[config.mk]
export PLATFORM = sky130hd
export DESIGN_NAME = mqfw_ctrl
export DESIGN_NICKNAME = d
export VERILOG_FILES = /design/src/sv/mqfw_pkg.sv /design/src/sv/mqfw_ctrl.sv
export SDC_FILE = /design/constraint.sdc
export NUM_CORES = 1
export LEC_CHECK = 0
export ABC_AREA = 1
export BUFFER_PORTS_ARGS = -buffer_cell sky130_fd_sc_hd__buf_4
export CAP_MARGIN = 10
export CORE_AREA = 2 2 39 41
export CTS_BUF_LIST = sky130_fd_sc_hd__clkbuf_4 sky130_fd_sc_hd__clkbuf_8 sky130_fd_sc_hd__clkbuf_16
export DETAILED_ROUTE_END_ITERATION = 6
export DIE_AREA = 0 0 41 43
export GPL_ROUTABILITY_DRIVEN = 0
export GPL_TIMING_DRIVEN = 1
export PLACE_DENSITY = 0.55
export SYNTH_ARGS = -nofsm -noshare
export SYNTH_HDL_FRONTEND = slang
export SYNTH_SLANG_ARGS = --single-unit
[constraint.sdc]
create_clock -name clk -period 1.96 [get_ports clk]
set_input_delay 0.392 -clock clk [delete_from_list [all_inputs] [get_ports clk]]
set_output_delay 0.392 -clock clk [all_outputs]
set_load 0.01 [all_outputs]
[src/sv/mqfw_pkg.sv]
package mqfw_pkg;

  localparam int QUEUE_DEPTH = 1024;
  localparam int NUM_QUEUES  = 4;
  localparam int RECORD_BITS = 64;
  localparam int MAX_BATCH   = 64;

  // Derived widths.
  localparam int QW = (NUM_QUEUES > 1) ? $clog2(NUM_QUEUES) : 1;
  localparam int PW = $clog2(QUEUE_DEPTH);
  localparam int FW = $clog2(QUEUE_DEPTH + 1);
  localparam int AW = $clog2(NUM_QUEUES * QUEUE_DEPTH);
  localparam int BW = $clog2(MAX_BATCH + 1);

  // Fixed field widths.
  localparam int CMD_W     = 2;
  localparam int SEL_W     = 2;
  localparam int DATA_W    = 64;
  localparam int REQ_W     = 7;
  localparam int KIND_W    = 2;
  localparam int SRC_W     = 2;
  localparam int CNT_W     = 32;
  localparam int MARK_W    = 11;
  localparam int CFG_IDX_W = 1;

  localparam logic [MARK_W-1:0] HIGH_MARK_RST = MARK_W'(QUEUE_DEPTH * 4 / 5);
  localparam logic [MARK_W-1:0] LOW_MARK_RST  = MARK_W'(QUEUE_DEPTH * 3 / 5);

  typedef enum logic [CMD_W-1:0] {
    CMD_PUT   = 2'd0,
    CMD_GET   = 2'd1,
    CMD_CLEAR = 2'd2
  } cmd_t;

  typedef enum logic [KIND_W-1:0] {
    KIND_PUT   = 2'd0,
    KIND_REC   = 2'd1,
    KIND_EMPTY = 2'd2,
    KIND_CLEAR = 2'd3
  } kind_t;

  typedef enum logic [CFG_IDX_W-1:0] {
    REG_HIGH_MARK = 1'b0,
    REG_LOW_MARK  = 1'b1
  } cfg_reg_t;

  typedef enum logic [2:0] {
    ST_IDLE,
    ST_PUT,
    ST_CLEAR,
    ST_SCAN,
    ST_EMIT,
    ST_EMPTY
  } state_t;

  typedef struct packed {
    logic in_ready;
    logic latch_in;
    logic do_put;
    logic do_clear;
    logic rd_issue;
    logic scan_next;
    logic emit_rec;
    logic emit_empty;
  } ctl_t;

  typedef struct packed {
    logic [CMD_W-1:0] in_cmd;
    logic             in_valid;
    logic             out_free;
    logic             fill_nz;
    logic             scan_last;
    logic             want_zero;
    logic             rec_last;
  } status_t;

endpackage

[src/sv/mqfw_ctrl.sv]
module mqfw_ctrl (
  input  logic              clk,
  input  logic              rst_n,
  input  mqfw_pkg::status_t status,
  output mqfw_pkg::ctl_t    ctl
);
  import mqfw_pkg::*;

  state_t state_r, state_nxt;

  always_ff @(posedge clk) begin
    if (!rst_n) begin
      state_r <= ST_IDLE;
    end else begin
      state_r <= state_nxt;
    end
  end

  always_comb begin
    state_nxt = state_r;
    ctl       = '0;
    unique case (state_r)
      ST_IDLE: begin
        ctl.in_ready = 1'b1;
        if (status.in_valid) begin
          ctl.latch_in = 1'b1;
          unique case (status.in_cmd)
            CMD_PUT:   state_nxt = ST_PUT;
            CMD_GET:   state_nxt = ST_SCAN;
            CMD_CLEAR: state_nxt = ST_CLEAR;
            default:   state_nxt = ST_IDLE;
          endcase
        end
      end
      ST_PUT: begin
        if (status.out_free) begin
          ctl.do_put = 1'b1;
          state_nxt  = ST_IDLE;
        end
      end
      ST_CLEAR: begin
        if (status.out_free) begin
          ctl.do_clear = 1'b1;
          state_nxt    = ST_IDLE;
        end
      end
      ST_SCAN: begin
        // A batch that has emitted records always ends in the emit state, so
        // running off the last queue here means nothing was drained.
        priority if (status.want_zero) begin
          state_nxt = ST_EMPTY;
        end else if (status.fill_nz) begin
          ctl.rd_issue = 1'b1;
          state_nxt    = ST_EMIT;
        end else if (status.scan_last) begin
          state_nxt = ST_EMPTY;
        end else begin
          ctl.scan_next = 1'b1;
        end
      end
      ST_EMIT: begin
        if (status.out_free) begin
          ctl.emit_rec = 1'b1;
          state_nxt    = status.rec_last ? ST_IDLE : ST_SCAN;
        end
      end
      ST_EMPTY: begin
        if (status.out_free) begin
          ctl.emit_empty = 1'b1;
          state_nxt      = ST_IDLE;
        end
      end
      default: state_nxt = ST_IDLE;
    endcase
  end

endmodule

==> run summary <==
run status = finished, final reports clean
Most flops, register = state_r
largest net degree at the start of global routing = 9
Detail Route Antenna Nets = 0
Gate Count Post-Synth = 58
CP max stage delay = 0.48 ns
sequential cell area = 60.1 um^2
row count = 14
share of the synthesized area in the top cell type = 16.9%
final setup vio count = 0
Yosys top cell by area = dfxtp_1
peak supply drop = 0.000344 V
Post-CTS Hold Fix Bufs = 0
leakage = 0.289 nW
Worst setup SP type = flip-flop
final std cells w/o fill = 94
Die X = 41 um
sequential power share = 25.2%
crit share post-route = 81.4%
Worst EP required = 1.57 ns
Final Hold Viols = 0
buffer and inverter count on the worst path = 2
Synth Warn # = 0
initial DRC count = 3
clk buf depth = 2
WP data arrival = 1.20 ns
Power Total = 0.000307 W
commonest non-fill, non-tap cell in the layout = buf_4
vias per cell = 4.24
Cell Area, Synth = 355 um^2
flop and latch count out of synthesis = 3
placed insts = 90
switching share of power = 32.8%
max FFs per register = 3
most frequent cells in the layout = buf_4, inv_1, nand2_1
Gates resized, CTS repair = 0
total stage count of the critical path = 5
Worst path top cell family by delay = flip-flops
sequential share of the synthesized area = 16.9%
P_sw = 0.000101 W
Post-Syn Nets = 71
worst-margin pin slew = 0.294 ns
Worst R2R Path Depth = 6
Max Slew Vio Count = 0
design area = 522 um^2
DP HPWL = 671 um
Cell Chain, Critical Path = nand2_2 -> nor2_2 -> nand3_2 -> inv_1 -> buf_4
fin nets = 92
synthesized area per cell = 6.13 um^2
Comb pwr share = 35.8%
CP Class = reg -> out
main area contributors after synthesis = dfxtp_1, inv_1, ha_1, nand2_1, nand2_2
# DRC = 0
Crit Path Max Fanout = 8
vias in the first global route = 358
clk slew on worst S/H paths = 0.04 ns
multi-input logic area = 234 um^2
share of cells above drive strength 1 = 42.3%
Worst Hold Depth = 3
Post-CTS Setup Inserts = 0
DRT Wirelength = 775 um
GRT Util Overall = 10.2%
CTS tree = done
CP Capture Type = output pin
diode count = 0
max cap viols = 0
Ports = 18
wire per inst = 8.24 um
CORE AREA = 0.00138 mm^2
number of buffers created by CTS = 3
H-tree depth = 1
synth-to-layout area growth = 46.8%
# clock sinks = 3
RSZ-0062 raised after global routing = false
Synth cell types = 17
Clock Latency Late Sink = 0.23 ns
top flop regs = state_r: 3 flops
CTS root buf = clkbuf_4
Slowest-stage cell, CP = dfxtp_1
Clock power frac = 39.0%
minimum clock period = 1.60 ns
DRT Pass-1 Iters = 2
max-slew headroom at the worst pin = 80.4%
FMAX = 627 MHz
Initial Util = 25.7%
Port Buffers = 17
initial antenna violation count = 0
DIE AREA = 0.00176 mm^2
die height = 43 um
via count of the routed design = 399
setup TNS = 0 ns
Hold Path Class = in -> reg
PwrDens = 588 mW/mm^2
P_int = 0.000206 W
FF-to-FF setup slack = 0.73 ns
total gr overflow = 0
skew final = 0.00180 ns
filler cell count = 164
first-pass GRT wire length = 1280 um
Placed Area = 492 um^2
-- logic make-up after synthesis --
kind of cell	after synthesis	synth area share [%]
and+or+nand+nor	34	49.6
DFF	3	16.9
adders and majority gates	3	10.6
buffers and inverters	14	17.3
AOI/OAI and AO/OA	4	5.63
-- worst register-to-register path, delay by kind of cell, from the launching register on --
family / cells / cell delay [ns]
and+or+nand+nor: 5 / 0.54
DFF: 1 / 0.48
AOI/OAI and AO/OA: 1 / 0.14
-- cell usage after synthesis (all sizes together) --
cell type  instances
nand3              5
nor3               1
nor2               8
nor4               4
clkinv             1
inv               12
ha                 3
dfxtp              3
nand2             15
o21ai              1
buf                1
nand3b             1
a21oi              3
-- metal layers --
metal  vias up  share of wire [%]  track usage, %
met3         0                1.8            3.14
li1        219                  -               -
met2         4                 52            15.6
met1       176                 46            12.8
met4         0                  0            4.00
met5         -                  0               0
-- power by group through the flow --
stage / Clock, W / Combinational, W / Sequential, W
floorplan: 0 / 0.0000802 / 0.0000720
global route: 0.000133 / 0.000124 / 0.0000783
detailed placement: 0 / 0.000112 / 0.0000785
CTS: 0.000125 / 0.000112 / 0.0000776
finish: 0.000120 / 0.000110 / 0.0000775
global placement: 0 / 0.000112 / 0.0000786
-- area by class of cell --
cell class                      count  area share, %
Inverter                           13           9.59
Timing Repair Buffer               17           24.5
Tap cell                           16           3.84
Clock buffer                        4           5.76
Multi-Input combinational cell     41           44.8
Sequential cell                     3           11.5
-- through the flow --
stage	setup WS, ns	utilization (%)	hold WS [ns]
detailed placement	0.596	35.5	0.539
floorplan	0.649	-	0.504
global placement	0.595	35.5	0.546
global route	0.246	37.7	0.433
finish	0.364	37.7	0.419
CTS	0.346	37.7	0.417
-- final timing paths --
path / start / to
hold reg to reg: state_r[0] / state_r[0]
setup / recovery: state_r[1] / ctl[2]
hold / removal: rst_n / state_r[1]
setup reg to reg: state_r[1] / state_r[2]
Note: power is estimated with default switching activity, not from simulation.
